<file path="src/rtl/dkt_pkg.sv">
package dkt_pkg;

    localparam int ACTION_W      = 2;
    localparam int ID_W          = 16;
    localparam int KEY_W         = 2 * ID_W;
    localparam int START_SLOT_W  = 10;
    localparam int ENTRY_INDEX_W = 9;
    localparam int BIN_NUMBER_W  = 9;
    localparam int STATUS_W      = 3;
    localparam int BINS_USED_W   = 10;

    localparam int TABLE_SLOTS_DEFAULT = 1024;
    localparam int MAX_BINS_DEFAULT    = 512;

    localparam logic [ACTION_W-1:0] ACT_REGISTER = 2'd0;
    localparam logic [ACTION_W-1:0] ACT_CLEAR    = 2'd1;
    localparam logic [ACTION_W-1:0] ACT_READ     = 2'd2;
    localparam logic [ACTION_W-1:0] ACT_READ_ALT = 2'd3;

    localparam logic [STATUS_W-1:0] ST_FOUND     = 3'd0;
    localparam logic [STATUS_W-1:0] ST_INSERTED  = 3'd1;
    localparam logic [STATUS_W-1:0] ST_EXHAUSTED = 3'd2;
    localparam logic [STATUS_W-1:0] ST_FULL      = 3'd3;
    localparam logic [STATUS_W-1:0] ST_CLEARED   = 3'd4;
    localparam logic [STATUS_W-1:0] ST_READ      = 3'd5;

    typedef struct packed {
        logic                load;
        logic                h_zero;
        logic                reduce;
        logic                slot_rd;
        logic                advance;
        logic                insert;
        logic                sweep;
        logic                dense_rd;
        logic                clear_count;
        logic                emit;
        logic [STATUS_W-1:0] emit_status;
    } cmd_t;

    typedef struct packed {
        logic h_in_range;
        logic occupied;
        logic key_match;
        logic bins_full;
        logic last_probe;
        logic sweep_last;
    } stat_t;

endpackage

</file>
<file path="src/rtl/dkt_ctrl.sv">
module dkt_ctrl (
    input  logic                            clk,
    input  logic                            rst_n,
    input  logic                            start,
    input  logic [dkt_pkg::ACTION_W-1:0]    action,
    output logic                            busy,
    output dkt_pkg::cmd_t                   cmd,
    input  dkt_pkg::stat_t                  st
);

    localparam logic [2:0] S_INIT     = 3'd0;
    localparam logic [2:0] S_IDLE     = 3'd1;
    localparam logic [2:0] S_REDUCE   = 3'd2;
    localparam logic [2:0] S_PROBE    = 3'd3;
    localparam logic [2:0] S_CLEAR    = 3'd4;
    localparam logic [2:0] S_READ     = 3'd5;
    localparam logic [2:0] S_READ_OUT = 3'd6;

    logic [2:0] state_reg;
    logic [2:0] state_next;

    always_ff @(posedge clk or negedge rst_n)
    begin
        if (!rst_n)
        begin
            state_reg <= S_INIT;
        end
        else
        begin
            state_reg <= state_next;
        end
    end

    assign busy = (state_reg != S_IDLE);

    always_comb
    begin
        state_next = state_reg;
        cmd        = '0;
        case (state_reg)
            S_INIT:
            begin
                cmd.sweep = 1'b1;
                if (st.sweep_last)
                begin
                    state_next = S_IDLE;
                end
            end
            S_IDLE:
            begin
                if (start)
                begin
                    case (action) inside
                        dkt_pkg::ACT_READ, dkt_pkg::ACT_READ_ALT:
                        begin
                            cmd.load   = 1'b1;
                            state_next = S_READ;
                        end
                        dkt_pkg::ACT_CLEAR:
                        begin
                            cmd.h_zero = 1'b1;
                            state_next = S_CLEAR;
                        end
                        default:
                        begin
                            cmd.load   = 1'b1;
                            state_next = S_REDUCE;
                        end
                    endcase
                end
            end
            S_REDUCE:
            begin
                if (!st.h_in_range)
                begin
                    cmd.reduce = 1'b1;
                end
                else
                begin
                    cmd.slot_rd = 1'b1;
                    state_next  = S_PROBE;
                end
            end
            S_PROBE:
            begin
                if (!st.occupied)
                begin
                    cmd.emit   = 1'b1;
                    state_next = S_IDLE;
                    if (st.bins_full)
                    begin
                        cmd.emit_status = dkt_pkg::ST_EXHAUSTED;
                    end
                    else
                    begin
                        cmd.insert      = 1'b1;
                        cmd.emit_status = dkt_pkg::ST_INSERTED;
                    end
                end
                else if (st.key_match)
                begin
                    cmd.emit        = 1'b1;
                    cmd.emit_status = dkt_pkg::ST_FOUND;
                    state_next      = S_IDLE;
                end
                else if (st.last_probe)
                begin
                    cmd.emit        = 1'b1;
                    cmd.emit_status = dkt_pkg::ST_FULL;
                    state_next      = S_IDLE;
                end
                else
                begin
                    cmd.advance = 1'b1;
                end
            end
            S_CLEAR:
            begin
                cmd.sweep = 1'b1;
                if (st.sweep_last)
                begin
                    cmd.clear_count = 1'b1;
                    cmd.emit        = 1'b1;
                    cmd.emit_status = dkt_pkg::ST_CLEARED;
                    state_next      = S_IDLE;
                end
            end
            S_READ:
            begin
                cmd.dense_rd = 1'b1;
                state_next   = S_READ_OUT;
            end
            S_READ_OUT:
            begin
                cmd.emit        = 1'b1;
                cmd.emit_status = dkt_pkg::ST_READ;
                state_next      = S_IDLE;
            end
            default:
            begin
                state_next = S_INIT;
            end
        endcase
    end

endmodule

</file>
<file path="config.mk">
export PLATFORM = sky130hd
export DESIGN_NAME = dkt_ctrl
export DESIGN_NICKNAME = d
export VERILOG_FILES = /design/src/rtl/dkt_pkg.sv /design/src/rtl/dkt_ctrl.sv
export SDC_FILE = /design/constraint.sdc
export NUM_CORES = 1
export LEC_CHECK = 0
export ABC_AREA = 1
export BUFFER_PORTS_ARGS = -buffer_cell sky130_fd_sc_hd__buf_2
export CAP_MARGIN = 20
export CORE_AREA = 2 2 39 41
export CTS_CLUSTER_SIZE = 14
export DETAILED_ROUTE_END_ITERATION = 8
export DIE_AREA = 0 0 41 43
export MAX_ROUTING_LAYER = met4
export PLACE_DENSITY = 0.57
export SLEW_MARGIN = 20
export SYNTH_ARGS = -nofsm -noshare
export SYNTH_HDL_FRONTEND = slang
export SYNTH_SLANG_ARGS = --single-unit
</file>
<file path="constraint.sdc">
create_clock -name clk -period 2.86 [get_ports clk]
set_clock_uncertainty 0.05 [all_clocks]
set_input_delay 0.572 -clock clk [delete_from_list [all_inputs] [get_ports clk]]
set_output_delay 0.572 -clock clk [all_outputs]
set_load 0.005 [all_outputs]
</file>
Word level (Yosys, flattened, before mapping)
Cells that the tools add are included.
W data, S select, Z words.
{"block": "word_totals", "ff_bits": 3, "input_bits": 11}
{"block": "op_classes", "eq_ne": 14, "muxes": 33, "reduce_logical": 4}
{"op": "$mux W3", "count": 8}
{"op": "$pmux W3 S6", "count": 1}
{"op": "$mux W1", "count": 14}
{"op": "$mux W4", "count": 3}
{"op": "$pmux W4 S3", "count": 1}
{"op": "$mux W2", "count": 5}
{"op": "$eq A3 B3 Y1 const B", "count": 3}
{"op": "$eq A3 B2 Y1 const B", "count": 2}
{"op": "$mux W5", "count": 1}
{"op": "$eq A2 B2 Y1 const B", "count": 2}
{"op": "$ne A2 B2 Y1 const B", "count": 2}
{"op": "$ne A4 B4 Y1 const B", "count": 1}
{"op": "$reduce_and A4 Y1", "count": 1}
{"op": "$reduce_or A2 Y1", "count": 2}
{"op": "$eq A3 B1 Y1 const B", "count": 1}
{"op": "$logic_not A3 Y1", "count": 1}
{"op": "$ne A3 B1 Y1 const B", "count": 1}
{"op": "$eq A2 B1 Y1 const B", "count": 1}
{"op": "$ne A2 B1 Y1 const B", "count": 1}

Longest topological paths before layout
{"block": "logic_depth", "word_depth": 5, "ltp_mapped": 7, "mapped_depth_nobuf": 7}

Least setup slack after synthesis
Ideal clock, no wire load.
{"block": "synth_timing", "kind": "input -> output", "from": "input st[1] (netlist name)", "to": "output cmd[0] (netlist name)", "arrival_time_ns": 0.965, "required_time_ns": 2.238, "slack_ns": 1.273, "cell_stages": 4, "n_path_buf": 0, "cell_sequence": "inv_1 -> o21ai_0 -> nand2_1 -> o21ai_0"}
{"item": "from (decl)", "line": "dkt_ctrl.sv:8", "rtl": "input dkt_pkg::stat_t st"}
{"item": "to (decl)", "line": "dkt_ctrl.sv:7", "rtl": "output dkt_pkg::cmd_t cmd,"}

==> impl_results.md <==
- Die Wd: 41 um
- Worst stage delay on the critical path: 0.38 ns
- Resize count post-CTS: 0
- Relative slew slack: 85.65%
- Post-route ant nets: 0
- Row cnt: 14
- CP top delay family: flip-flops
- Final period util: 67.47%
- Initial antenna violation count: 0
- Worst slew pin tran: 0.2130 ns
- PortBufs: 24
- TritonCTS Sinks: 3
- DP HPWL: 729.7 um
- Clock Pin Slew Worst Setup and Hold Paths: 0.04 ns
- Initial Util: 23.69%
- Final setup violation count: 0
- Routed wire length per instance: 8.515 um
- Syn Area/Cell: 5.556 um^2
- Finished Core Util: 35.71%
- Final Wtd Congestion: 0.7409
- Hold buffer count at CTS: 0
- Worst path bufs/invs: 3
- Cells after Synth: 59
- Slew Viols, Final: 0
- Vias post-DR: 459
- Cell Chain, Critical Path: inv_2 > nand3_1 > inv_1 > nand2_1 > o21ai_0 > buf_2
- Die Footprint: 0.001763 mm^2
- Nets: 99
- Fin crit period: 1.930 ns
- Htree depth: 1
- Dpl cells: 99
- Hold Crit Class: in2async
- Post-route insts no fill: 103
- Placed instance area: 467.9 um^2
- Syn. warnings: 0
- Post-CTS Setup Bufs: 0
- Number of synthesized register bits: 3
- Clk buf depth: 2
- Post-route setup TNS: 0 ns
- Core Area: 0.001384 mm^2
- Top-level I/O count: 25
- Startpoint types: flip-flop
- Cell area after layout: 494.2 um^2
- Max_cap viols: 0
- Worst Path Required: 2.24 ns
- Maximum VDD drop: 0.4265 mV
- Max reg flops: 3
- DRC: 0
- Critical path data arrival time: 1.31 ns
- Area grow syn2layout: 50.76%
- Gr usage total: 11.46%
- 1st-iter DRT viols: 9
- Clk root buf: clkbuf_4
- R2R Setup Slk: 1.65 ns
- Share of layout cells above drive strength 1: 35.63%
- DR vias/cell: 4.456
- 1st-pass router iterations: 4
- Max Fclk: 518.3 MHz
- Gr ovfl total: 0
- Standby leakage power: 0.3161 nW
- DRT Wirelength: 877 um
- Post-Syn Area: 327.8 um^2
- Post-synthesis sequential area ratio: 22.90%
- Vias in the first global route: 352
- Most frequent cells in the layout: 24 x buf_2, 14 x nor2_1, 12 x inv_1
- Die Y-Extent: 43 um
- RSZ-0062 raised after global routing: false
- CTS tree: built
- Cell variety after synth: 16
- Largest net degree at the start of global routing: 10
- Run status: finished clean
- Worst path slowest cell: dfrtp_1
- CP max FO: 9
- Syn_nets: 70
- Most common cell after layout, fill and taps aside: buf_2
- PD cells: 792.2 mW/mm^2
- Ant diodes: 0
- Final Total Pwr: 391.5 uW
- Num CTS Buffers: 3
- Crit. End Element: output pin
- Final Hold Viols: 0
- First-pass GRT wire length: 1345 um
- Clk Latency, worst-skew pair: 0.23 ns
- Critical path class: reg2out
-- routing by layer --
metal  vias to the layer above  track usage (%)  routed length, um
met2                        22            15.31                368
met4                         0            4.000                  0
met3                         0            5.236                 90
li1                        246                -                  -
met1                       191            14.94                418
met5                         -                -                  0
-- cell families after synthesis --
| logic type | count (synthesis) | share of synthesized area, % |
|---|---|---|
| flops | 3 | 22.90 |
| simple gates | 33 | 44.27 |
| compound gates | 10 | 17.94 |
| buf+inv | 13 | 14.88 |
-- layout make-up --
type | instances | area, um^2
fillers | 158 | 889.6
multi-input cells | 43 | 203.9
repair buffers | 24 | 120.1
flip-flops and latches | 3 | 75.07
inverters | 13 | 48.80
clock buffers | 4 | 26.28
well taps | 16 | 20.02
-- cells in the mapped netlist --
library cell / n / area (um^2)
o22ai_1: 2 / 12.51
o21ai_0: 4 / 20.02
a21boi_1: 1 / 7.510
nand3_1: 3 / 15.01
nand2_1: 9 / 33.78
a21oi_1: 1 / 5.000
dfrtp_1: 3 / 75.07
inv_2: 1 / 3.750
nor2_1: 14 / 52.55
nand3_2: 1 / 10.01
a211oi_1: 1 / 7.510
nor2_2: 2 / 12.51
inv_1: 12 / 45.04
nor3_1: 3 / 15.01
a31oi_1: 1 / 6.260
nor4_1: 1 / 6.260
-- final timing paths --
path                                           from                       end  cells after the start
setup / recovery           state_reg[2]$_DFFE_PN0P_                    cmd[0]                      6
hold / removal                                rst_n  state_reg[0]$_DFFE_PN0P_                      1
setup reg to reg           state_reg[2]$_DFFE_PN0P_  state_reg[2]$_DFFE_PN0P_                      6
hold reg to reg            state_reg[2]$_DFFE_PN0P_  state_reg[2]$_DFFE_PN0P_                      2
max in group asynchronous                     rst_n  state_reg[2]$_DFFE_PN0P_                      1
min in group clk           state_reg[2]$_DFFE_PN0P_  state_reg[2]$_DFFE_PN0P_                      2
-- power breakdown --
| group | internal [mW] | total, mW | switching (mW) |
|---|---|---|---|
| clock | 0.0523 | 0.0738 | 0.0216 |
| sequential | 0.0627 | 0.0858 | 0.0231 |
| combinational | 0.0956 | 0.232 | 0.136 |
| total | 0.211 | 0.392 | 0.181 |
-- metrics by stage --
| stage | setup slack (ns) | hold WS, ns |
|---|---|---|
| after floorplan | 1.273 | 0.2264 |
| after global placement | 1.076 | 0.3196 |
| after detailed placement | 1.076 | 0.3209 |
| after CTS | 0.9098 | 0.07289 |
| after global routing | 0.7628 | 0.06840 |
| final | 0.9305 | 0.07883 |
(Power assumes the default switching activity.)
